File: config.mk
export PLATFORM = sky130hd
export DESIGN_NAME = iambic_morse_keyer_top_flat
export DESIGN_NICKNAME = d
export VERILOG_FILES = /design/src/hdl/imk_pkg.sv /design/src/hdl/imk_if.sv /design/src/hdl/imk_core.sv /design/src/hdl/iambic_morse_keyer_top.sv /design/src/flat_wrapper.sv
export SDC_FILE = /design/constraint.sdc
export NUM_CORES = 1
export LEC_CHECK = 0
export BUFFER_PORTS_ARGS = -buffer_cell sky130_fd_sc_hd__buf_2
export CELL_PAD_IN_SITES_DETAIL_PLACEMENT = 2
export CELL_PAD_IN_SITES_GLOBAL_PLACEMENT = 2
export CORE_ASPECT_RATIO = 0.8
export CORE_MARGIN = 3
export CORE_UTILIZATION = 39
export CTS_CLUSTER_DIAMETER = 80
export DETAILED_ROUTE_END_ITERATION = 12
export GPL_ROUTABILITY_DRIVEN = 0
export PLACE_DENSITY = 0.83
export SYNTH_ARGS = -nofsm -noshare
export SYNTH_HDL_FRONTEND = slang
export SYNTH_SLANG_ARGS = --single-unit
File: constraint.sdc
create_clock -name clk -period 7 [get_ports clk]
set_input_delay 1.05 -clock clk [delete_from_list [all_inputs] [get_ports clk]]
set_output_delay 1.05 -clock clk [all_outputs]
set_load 0.01 [all_outputs]
File: src/hdl/imk_pkg.sv
// Package for the iambic keyer: field widths, paddle codes, register indexes,
// register reset values and the structs shared by the top level and the core.
// No dependencies.
`timescale 1ns / 1ps

package imk_pkg;

	localparam int unsigned LEVEL_W = 10;
	localparam int unsigned DIT_W   = 8;
	localparam int unsigned COUNT_W = 10;
	localparam int unsigned INDEX_W = 3;
	localparam int unsigned DATA_W  = 10;

	typedef enum logic [1:0] {
		EL_NONE = 2'd0,
		EL_DOT  = 2'd1,
		EL_DASH = 2'd2,
		EL_BOTH = 2'd3
	} el_t;

	typedef enum logic [INDEX_W-1:0] {
		REG_BOTH_THR = 3'd0,
		REG_DOT_THR  = 3'd1,
		REG_DASH_THR = 3'd2,
		REG_DIT      = 3'd3,
		REG_MODE_B   = 3'd4
	} reg_idx_t;

	localparam logic [LEVEL_W-1:0] BOTH_THR_RST = 10'd300;
	localparam logic [LEVEL_W-1:0] DOT_THR_RST  = 10'd600;
	localparam logic [LEVEL_W-1:0] DASH_THR_RST = 10'd900;
	localparam logic [DIT_W-1:0]   DIT_RST      = 8'd10;
	localparam logic               MODE_B_RST   = 1'b1;

	typedef struct packed {
		logic [LEVEL_W-1:0] both_thr;
		logic [LEVEL_W-1:0] dot_thr;
		logic [LEVEL_W-1:0] dash_thr;
		logic [DIT_W-1:0]   dit_ticks;
		logic               mode_b;
	} cfg_t;

	typedef struct packed {
		logic tone_on;
		logic tx_start;
		logic hang_load;
	} result_t;

	function automatic el_t opposite(el_t el);
		return (el == EL_DOT) ? EL_DASH : EL_DOT;
	endfunction

endpackage

File: src/hdl/imk_if.sv
// Channel interfaces for the keyer: paddle samples in, key results out,
// register writes. Depends on imk_pkg.
`timescale 1ns / 1ps

interface imk_in_if;
	logic                        valid;
	logic                        ready;
	logic [imk_pkg::LEVEL_W-1:0] paddle_level;
	logic                        tx_active;

	modport source (output valid, output paddle_level, output tx_active, input ready);
	modport sink (input valid, input paddle_level, input tx_active, output ready);
endinterface

interface imk_out_if;
	logic valid;
	logic ready;
	logic tone_on;
	logic tx_start;
	logic hang_load;

	modport source (output valid, output tone_on, output tx_start, output hang_load,
		input ready);
	modport sink (input valid, input tone_on, input tx_start, input hang_load,
		output ready);
endinterface

interface imk_cfg_if;
	logic                        valid;
	logic                        ready;
	logic [imk_pkg::INDEX_W-1:0] index;
	logic [imk_pkg::DATA_W-1:0]  data;

	modport source (output valid, output index, output data, input ready);
	modport sink (input valid, input index, input data, output ready);
endinterface

File: src/hdl/imk_core.sv
// Keyer state and per-tick step: paddle classification, element start,
// element and space timing, mode B memory. Depends on imk_pkg.
`timescale 1ns / 1ps

module imk_core (
	input  logic                        clk,
	input  logic                        arst_n,
	input  logic                        advance,
	input  logic [imk_pkg::LEVEL_W-1:0] level,
	input  logic                        tx,
	input  imk_pkg::cfg_t               cfg,
	output imk_pkg::result_t            res
);
	import imk_pkg::*;

	logic [COUNT_W-1:0] tc_q;
	logic               in_el_q;
	logic               alt_q;
	el_t                last_q;

	logic [COUNT_W-1:0] tc_n;
	logic               in_el_n;
	logic               alt_n;
	el_t                last_n;
	el_t                paddle;
	el_t                nxt;
	logic [DIT_W-1:0]   dit_len;
	logic [COUNT_W-1:0] dit10;
	logic [COUNT_W-1:0] dash10;

	always_comb begin
		if (level < cfg.dot_thr) begin
			paddle = (level < cfg.both_thr) ? EL_BOTH : EL_DOT;
		end else begin
			paddle = (level < cfg.dash_thr) ? EL_DASH : EL_NONE;
		end
	end

	assign dit_len = (cfg.dit_ticks == '0) ? DIT_W'(1) : cfg.dit_ticks;
	assign dit10   = COUNT_W'(dit_len);
	assign dash10  = dit10 + {dit10[COUNT_W-2:0], 1'b0};

	always_comb begin
		tc_n          = tc_q;
		in_el_n       = in_el_q;
		alt_n         = alt_q;
		last_n        = last_q;
		nxt           = EL_NONE;
		res.tx_start  = 1'b0;
		res.hang_load = 1'b0;
		if (tc_q == '0) begin
			if (alt_q) begin
				alt_n = 1'b0;
				nxt   = opposite(last_q);
			end else if (paddle == EL_BOTH) begin
				nxt = opposite(last_q);
			end else begin
				nxt = paddle;
			end
			last_n = nxt;
			if (nxt != EL_NONE) begin
				tc_n         = ((nxt == EL_DASH) ? dash10 : dit10) + COUNT_W'(1);
				in_el_n      = 1'b1;
				res.tx_start = !tx;
			end
		end
		if (tc_n != '0) begin
			if ((last_n | paddle) == EL_BOTH) begin
				alt_n = cfg.mode_b;
			end
			tc_n = tc_n - COUNT_W'(1);
			if (tc_n == '0) begin
				if (in_el_n) begin
					in_el_n = 1'b0;
					tc_n    = dit10 - COUNT_W'(1);
					if (tc_n == '0) begin
						res.hang_load = 1'b1;
					end
				end else begin
					res.hang_load = 1'b1;
				end
			end
		end
		res.tone_on = in_el_n;
	end

	always_ff @(posedge clk or negedge arst_n) begin
		if (!arst_n) begin
			tc_q    <= '0;
			in_el_q <= 1'b0;
			alt_q   <= 1'b0;
			last_q  <= EL_NONE;
		end else if (advance) begin
			tc_q    <= tc_n;
			in_el_q <= in_el_n;
			alt_q   <= alt_n;
			last_q  <= last_n;
		end
	end

endmodule

File: src/hdl/iambic_morse_keyer_top.sv
// Top level of the iambic keyer: register file, input stage, output stage.
// Depends on imk_pkg, imk_if and imk_core.
//
//   channel   modport   beat carries
//   paddle    sink      paddle_level, tx_active (one tick)
//   result    source    tone_on, tx_start, hang_load (one per tick)
//   cfg       sink      index, data (register write, always ready)
//
// One tick per cycle sustained while result.ready stays high; a taken tick waits in the input
// stage, and its result is offered once it moves into the result register.
// The input stage and the result register each hold one beat, so a stalled result
// still lets one more tick in. The keyer state advances when a tick moves from the
// input stage into the result register. Reset clears state and loads register
// defaults.
`timescale 1ns / 1ps

module iambic_morse_keyer_top (
	input logic clk,
	input logic arst_n,
	imk_in_if.sink    paddle,
	imk_out_if.source result,
	imk_cfg_if.sink   cfg
);
	import imk_pkg::*;

	cfg_t               cfg_q;
	logic               valid_s1;
	logic [LEVEL_W-1:0] level_s1;
	logic               tx_s1;
	logic               valid_s2;
	result_t            res_s2;
	result_t            res_n;
	logic               advance;

	assign cfg.ready    = 1'b1;
	assign advance      = valid_s1 && (!valid_s2 || result.ready);
	assign paddle.ready = !valid_s1 || advance;

	always_ff @(posedge clk or negedge arst_n) begin
		if (!arst_n) begin
			cfg_q.both_thr  <= BOTH_THR_RST;
			cfg_q.dot_thr   <= DOT_THR_RST;
			cfg_q.dash_thr  <= DASH_THR_RST;
			cfg_q.dit_ticks <= DIT_RST;
			cfg_q.mode_b    <= MODE_B_RST;
		end else if (cfg.valid) begin
			case (cfg.index)
				REG_BOTH_THR: cfg_q.both_thr  <= cfg.data[LEVEL_W-1:0];
				REG_DOT_THR:  cfg_q.dot_thr   <= cfg.data[LEVEL_W-1:0];
				REG_DASH_THR: cfg_q.dash_thr  <= cfg.data[LEVEL_W-1:0];
				REG_DIT:      cfg_q.dit_ticks <= cfg.data[DIT_W-1:0];
				REG_MODE_B:   cfg_q.mode_b    <= cfg.data[0];
				default: ;
			endcase
		end
	end

	always_ff @(posedge clk or negedge arst_n) begin
		if (!arst_n) begin
			valid_s1 <= 1'b0;
			valid_s2 <= 1'b0;
		end else begin
			if (paddle.ready) begin
				valid_s1 <= paddle.valid;
			end
			if (advance) begin
				valid_s2 <= 1'b1;
			end else if (result.ready) begin
				valid_s2 <= 1'b0;
			end
		end
	end

	always_ff @(posedge clk) begin
		if (paddle.valid && paddle.ready) begin
			level_s1 <= paddle.paddle_level;
			tx_s1    <= paddle.tx_active;
		end
		if (advance) begin
			res_s2 <= res_n;
		end
	end

	imk_core u_core (
		.clk     (clk),
		.arst_n  (arst_n),
		.advance (advance),
		.level   (level_s1),
		.tx      (tx_s1),
		.cfg     (cfg_q),
		.res     (res_n)
	);

	assign result.valid     = valid_s2;
	assign result.tone_on   = res_s2.tone_on;
	assign result.tx_start  = res_s2.tx_start;
	assign result.hang_load = res_s2.hang_load;

endmodule

File: src/flat_wrapper.sv
// flat-port wrapper written by rule: the top's interface ports become plain ports
module iambic_morse_keyer_top_flat import imk_pkg::*;
  (clk, arst_n, paddle_valid, paddle_paddle_level, paddle_tx_active, paddle_ready, result_valid, result_tone_on, result_tx_start, result_hang_load, result_ready, cfg_valid, cfg_index, cfg_data, cfg_ready);
  imk_in_if paddle_i ();
  imk_out_if result_i ();
  imk_cfg_if cfg_i ();
  input logic clk;
  input logic arst_n;
  input wire logic [$bits(paddle_i.valid)-1:0] paddle_valid;
  input wire logic [$bits(paddle_i.paddle_level)-1:0] paddle_paddle_level;
  input wire logic [$bits(paddle_i.tx_active)-1:0] paddle_tx_active;
  output wire logic [$bits(paddle_i.ready)-1:0] paddle_ready;
  output wire logic [$bits(result_i.valid)-1:0] result_valid;
  output wire logic [$bits(result_i.tone_on)-1:0] result_tone_on;
  output wire logic [$bits(result_i.tx_start)-1:0] result_tx_start;
  output wire logic [$bits(result_i.hang_load)-1:0] result_hang_load;
  input wire logic [$bits(result_i.ready)-1:0] result_ready;
  input wire logic [$bits(cfg_i.valid)-1:0] cfg_valid;
  input wire logic [$bits(cfg_i.index)-1:0] cfg_index;
  input wire logic [$bits(cfg_i.data)-1:0] cfg_data;
  output wire logic [$bits(cfg_i.ready)-1:0] cfg_ready;
  assign paddle_i.valid = paddle_valid;
  assign paddle_i.paddle_level = paddle_paddle_level;
  assign paddle_i.tx_active = paddle_tx_active;
  assign paddle_ready = paddle_i.ready;
  assign result_valid = result_i.valid;
  assign result_tone_on = result_i.tone_on;
  assign result_tx_start = result_i.tx_start;
  assign result_hang_load = result_i.hang_load;
  assign result_i.ready = result_ready;
  assign cfg_i.valid = cfg_valid;
  assign cfg_i.index = cfg_index;
  assign cfg_i.data = cfg_data;
  assign cfg_ready = cfg_i.ready;
  iambic_morse_keyer_top u_core (.clk(clk), .arst_n(arst_n), .paddle(paddle_i), .result(result_i), .cfg(cfg_i));
endmodule
**Word-level counts from Yosys, hierarchy flattened**

Cells that the tools add are included.

- Add/subtract/negate cells: 4
- Magnitude comparators: 3
- Equality and inequality tests: 8
- Mux-type cells: 26
- Bitwise operators: 1
- Reductions and logical operators: 22

Operator list:

| kind | number |
|---|---|
| two-way mux 10 bit | 6 |
| zero test 10 bit | 3 |
| < comparator 10 bit | 3 |
| two-way mux 2 bit | 8 |
| AND reduction 2 bit | 7 |
| two-way mux 1 bit | 11 |
| adder 10 x 1 -> 10 bit (second input constant) | 1 |
| adder 8 x 9 -> 10 bit | 1 |
| nonzero test 10 bit | 1 |
| subtractor 10 x 1 -> 10 bit (second input constant) | 1 |
| subtractor 8 x 1 -> 9 bit (second input constant) | 1 |
| zero test 8 bit | 1 |
| two-way mux 8 bit | 1 |
| equality test 2 bit (second input constant) | 3 |
| equality test 3 x 2 -> 1 bit (second input constant) | 2 |
| nonzero test 2 bit | 2 |
| equality test 3 x 1 -> 1 bit (second input constant) | 1 |
| equality test 3 bit (second input constant) | 1 |
| zero test 1 bit | 3 |
| zero test 3 bit | 1 |
| equality test 2 x 1 -> 1 bit (second input constant) | 1 |
| logical AND 1 bit | 2 |
| logical OR 1 bit | 2 |
| OR 2 bit | 1 |

- Register bits after elaboration: 69
- Logic and storage cells: 80

**Depth between registers and ports, before layout**

- Depth in word-level cells: 16
- Mapped depth: 23
- Depth with buffers taken out: 22

**Modules after synthesis**

A second synthesis with hierarchy kept.

- Cell total of the unflattened synthesis: 499
- Area total of the unflattened synthesis: 5068.6 um^2

By module, submodules not included:

| module | instances | cells an instance | area each (um^2) |
|---|---|---|---|
| imk_core | 1 | 389 | 2937.8 |
| iambic_morse_keyer_top | 1 | 110 | 2130.8 |

**Worst setup path before layout**

OpenSTA, ideal clock, no wires.

- Kind: register -> register
- Start point: register u_core.cfg_q[4] (netlist bit)
- End point: register u_core.u_core.tc_q[4]
- Setup time: 121 ps
- Data arrival time: 5040 ps
- Data required time: 6879 ps
- Slack: 1839 ps
- Cell stages (with the launch flop): 23
- Buffers on the path: 3
- Period minus slack after synthesis: 5161 ps
- Cell sequence: dfstp_2 -> clkbuf_1 -> inv_1 -> ha_1 -> nand4b_1 -> nand2b_1 -> clkbuf_1 -> nand2_1 -> ha_1 -> ha_1 -> a211oi_1 -> o21ai_1 -> xor2_1 -> nand3_1 -> xor2_1 -> a21oi_4 -> o311ai_0 -> or4b_1 -> xnor2_1 -> or4_4 -> buf_6 -> mux2i_1 -> a22o_1

- Longest elaborated chain between the ends: 11
- Elaborated cells between the ends (all ways): 14
- Classes of those cells: 4 x add/sub; 7 x mux; 3 x reduce/logical

RTL lines:

| item | RTL line | text |
|---|---|---|
| start, declared | iambic_morse_keyer_top.sv:26 | `cfg_t cfg_q;` |
| zero test 8 bit | imk_core.sv:39 | `assign dit_len = (cfg.dit_ticks == '0) ? DIT_W'(1) : cfg.dit_ticks;` |
| two-way mux 8 bit * | imk_core.sv:39 |  |
| adder 8 x 9 -> 10 bit | imk_core.sv:41 | `assign dash10 = dit10 + {dit10[COUNT_W-2:0], 1'b0};` |
| two-way mux 10 bit | imk_core.sv:62 | `tc_n = ((nxt == EL_DASH) ? dash10 : dit10) + COUNT_W'(1);` |
| adder 10 x 1 -> 10 bit | imk_core.sv:62 |  |
| two-way mux 10 bit | imk_core.sv:61 | `if (nxt != EL_NONE) begin` |
| two-way mux 10 bit | imk_core.sv:51 | `if (tc_q == '0) begin` |
| subtractor 10 x 1 -> 10 bit | imk_core.sv:71 | `tc_n = tc_n - COUNT_W'(1);` |
| zero test 10 bit / two-way mux 10 bit (equally long branches) | imk_core.sv:72, imk_core.sv:73 |  |
| two-way mux 10 bit | imk_core.sv:72 | `if (tc_n == '0) begin` |
| two-way mux 10 bit * | imk_core.sv:67 | `if (tc_n != '0) begin` |
| end signal, assigned | imk_core.sv:94 | `tc_q <= tc_n;` |
| end, declared | imk_core.sv:16 | `logic [COUNT_W-1:0] tc_q;` |

Every way passes the cells marked *; elsewhere a longest branch is shown, timed or not.
A chain may end at the register's enable or synchronous reset.

**Worst setup path in the final report**

- Start point: register u_core.cfg_q[25] (netlist bit)
- End point: register u_core.u_core.tc_q[1]

- Longest elaborated chain between the ends: 15
- Elaborated cells between the ends (all ways): 20
- Classes of those cells: 2 x add/sub; 1 x order compare; 2 x eq/ne; 12 x mux; 3 x reduce/logical

RTL lines:

| item | RTL line | text |
|---|---|---|
| < comparator 10 bit * | imk_core.sv:32 | `if (level < cfg.dot_thr) begin` |
| two-way mux 2 bit * | imk_core.sv:32 |  |
| equality test 2 bit | imk_core.sv:55 | `end else if (paddle == EL_BOTH) begin` |
| two-way mux 2 bit * | imk_core.sv:55 |  |
| two-way mux 2 bit * | imk_core.sv:52 | `if (alt_q) begin` |
| two-way mux 2 bit * | imk_core.sv:51 |  |
| equality test 2 bit | imk_core.sv:62 |  |
| two-way mux 10 bit | imk_core.sv:62 |  |
| adder 10 x 1 -> 10 bit | imk_core.sv:62 |  |
| two-way mux 10 bit | imk_core.sv:61 |  |
| two-way mux 10 bit | imk_core.sv:51 |  |
| subtractor 10 x 1 -> 10 bit | imk_core.sv:71 |  |
| zero test 10 bit / two-way mux 10 bit (equally long branches) | imk_core.sv:72, imk_core.sv:73 |  |
| two-way mux 10 bit | imk_core.sv:72 |  |
| two-way mux 10 bit * | imk_core.sv:67 |  |

Every way passes the cells marked *; elsewhere a longest branch is shown, timed or not. The select of a mux whose other input is x is not followed.

==> impl_metrics.yaml <==
grt:
  grt_max_degree: 56
  grt_use_total_pct: 26.1
  grt_pass1_wl_microns: 27600
  grt_pass1_vias: 4645
  gr-total-overflow: 0
  antenna_found_initial: 0
logic_synthesis:
  synth_most_common_cell: "nand2_1"
  synth-edff-count: 14
  synth_fp_nets: 605
  ys_top_cells_by_count: "nand2_1, ha_1, inv_1, o21ai_0, dfrtp_1"
  syn_area_sq_mm: 0.00485
  synth_top_area_cell: "dfrtp_1"
  ys_types: 71
  synthFlopType: "dfrtp_1"
  synth_area_leaders: "dfrtp_1, ha_1, edfxtp_1, dfstp_2, nand2_1"
  avgSynthCellArea_sq_um: 9.18
  synth_top_cell_area_share_pct: 20.6
  seq_area_frac_synth_pct: 37.4
  yosysWarnings: 0
  synthArstFlopShare_pct: 79.7
  synthCells: 529
  synth_seq_cells: 69
sta:
  setup_viol: 0
  worst_slew_pin_slew_ns: 1.34
  period_share_pct: 92.4
  fmax_ghz: 0.155
  hold_viol_final: 0
  finClkSkew_ns: 0.00692
  rsz0062_at_grt: "false"
  drv_slew: 0
  max_slew_margin_pct: 10.6
  setup_tns_ns: 0
  post-route-min-period_ns: 6.47
setup_path:
  slowest_stage: "or4_4"
  r2r_start: "u_core.cfg_q[25]"
  reg2reg_depth: 21
  cp.required_ns: 7.23
  endpoint_kind: "flip-flop"
  r2r_setup_slack_ns: 0.53
  r2r-end: "u_core.u_core.tc_q[1]"
  cpPeakStageDelay_ns: 0.63
  worstPathCellList: "inv_1 > ha_1 > nand4_1 > a211oi_1 > or3_1 > nor2_2 > a31o_2 > nor2_1 > nand2_1 > o21ai_0 > ha_1 > nand2_1 > nor3_1 > xnor2_1 > a211oi_1 > o311ai_0 > or4b_1 > xnor2_1 > or4_4 > mux2i_1 > a221oi_1"
  critPathKind: "reg2reg"
  cp_data_arrival_time_ns: 6.70
  startpoint: "u_core.cfg_q[25]"
  start_kind: "flip-flop"
  path_max_fanout: 11
clock_tree:
  cts_tree: "yes"
  clock_path_buffers: 2
  htree_levels: 3
  numCtsBuffers: 9
  postCtsSetupBuffers: 0
  cts_resized: 0
  clkSinkCount: 69
  clkLatencyLatePin_ns: 0.34
  clkTransAtPathRegs_ns: 0.06
  holdBufCountCts: 0
  cts_root_buffer: "clkbuf_16"
pwr:
  p_per_area_mw_per_mm2: 371
  ir_worst_vdd_v: 0.000157
  power.leakage_nw: 2.39
routing:
  routed_wl_microns: 17300
  wl_met2_microns: 8270
  dr_wl_met3_microns: 764
  via_per_inst: 5.93
  num_vias: 4229
  drt_iter0_drc: 239
  postRouteAntennaNets: 0
  top_layer: "met4"
  wl_met1_microns: 8070
  drc_errors: 0
  wire_per_inst_microns: 24.2
  first_pass_iters: 5
place:
  place_hpwl_microns: 12700
  numPortBuffers: 33
floorplanning:
  die_w_microns: 131
  floorplan.initialDensity_pct: 41.1
  pin_count: 35
  rows: 35
  core_area_sq_mm: 0.0118
  die_h_microns: 106
  die_area_sq_mm: 0.0138
finish:
  nNetsFinal: 636
  finalCoreUtilization_pct: 46.1
  layout-drive-gt1-share_pct: 16.3
  num_antenna_cells: 0
  nFillCells: 1279
  area_growth_pct: 12.3
flow_run:
  maxCapViolations: 0
run_status:
  status: "complete, no violations"
hold_path:
  whs_path_depth: 2
  whs_endpoint: "u_core.u_core.in_el_q"
  min_path_type: "reg2reg"
  hp-start: "u_core.u_core.in_el_q"
sequential cells by signal, summed over array words and instances (netlist names):
register                 count
u_core.result.valid          1
u_core.u_core.tc_q          10
u_core.level_s1             10
u_core.cfg_q                39
u_core.valid_s1              1
u_core.u_core.in_el_q        1
u_core.u_core.last_q         2
u_core.result.tone_on        1
u_core.result.hang_load      1
u_core.u_core.alt_q          1
u_core.tx_s1                 1
u_core.result.tx_start       1
critical path, delay by kind of cell (launching register included):
kind	cells	cell delay (ns)
AND/OR/NAND/NOR	9	2.76
AO/OA/AOI/OAI	6	1.80
adder cells (fa/ha/maj)	2	0.68
flip-flops	1	0.53
XOR/XNOR	2	0.35
multiplexers	1	0.17
buffers and inverters	1	0.07
metrics by stage:
step | std cells | setup slack (ns) | hold WS (ns) | power, mW | area [sq um]
floorplan | 529 | 1.84 | 0.449 | 1.22 | 4850
global placement | 697 | 0.948 | 0.461 | 1.44 | 5150
detailed placement | 697 | 0.834 | 0.485 | 1.51 | 5150
CTS | 713 | 0.682 | 0.498 | 2.01 | 5450
global route | 713 | 0.187 | 0.533 | 2.14 | 5450
finish | 713 | 0.532 | 0.495 | 2.02 | 5450
metal layers:
layer  vias up  track usage [%]
li1       1924                -
met1      2181             36.6
met2       106             42.0
met3        18             5.07
met4         0             4.55
met5         -                0
kinds of logic after synthesis:
| logic type | synth area share [%] |
|---|---|
| other | 0.0772 |
| buffers and inverters | 5.15 |
| adder cells (fa/ha/maj) | 12.1 |
| AND/OR/NAND/NOR | 17.9 |
| XOR/XNOR | 6.13 |
| AO/OA/AOI/OAI | 17.9 |
| flip-flops | 37.4 |
| multiplexers | 3.38 |
placed cells by master, fill, tap and decap left out, types with 15 or more instances in the layout:
cell type  instances
a21oi_1           17
buf_2             33
dfrtp_1           40
dfstp_2           15
ha_1              47
inv_1             47
nand2_1           64
nor2_1            35
o21ai_0           41
xnor2_1           18
xor2_1            16
worst max-delay path by stage:
stage	endpoint	slack (ns)	depth (start not counted)
floorplan	u_core.u_core.tc_q[4]	1.84	22
global placement	u_core.u_core.tc_q[1]	0.95	21
detailed placement	u_core.u_core.tc_q[1]	0.83	21
CTS	u_core.u_core.tc_q[1]	0.68	21
global route	u_core.u_core.tc_q[1]	0.19	21
finish	u_core.u_core.tc_q[1]	0.53	21
area by class of cell:
| type | count | area (sq um) | share of cell area [%] |
|---|---|---|---|
| clock buffer | 12 | 268 | 4.91 |
| clock inverter | 4 | 30.0 | 0.551 |
| inverter | 47 | 176 | 3.24 |
| multi-input combinational | 397 | 2790 | 51.2 |
| sequential | 69 | 1820 | 33.3 |
| tap | 148 | 185 | 3.40 |
| timing repair buffer | 36 | 188 | 3.44 |
power by group:
part           switching [mW]  total (mW)  internal, mW
registers              0.0853       0.601         0.515
clock network           0.189       0.461         0.272
logic                   0.610       0.958         0.348
Power figures use the tool's default switching activity.
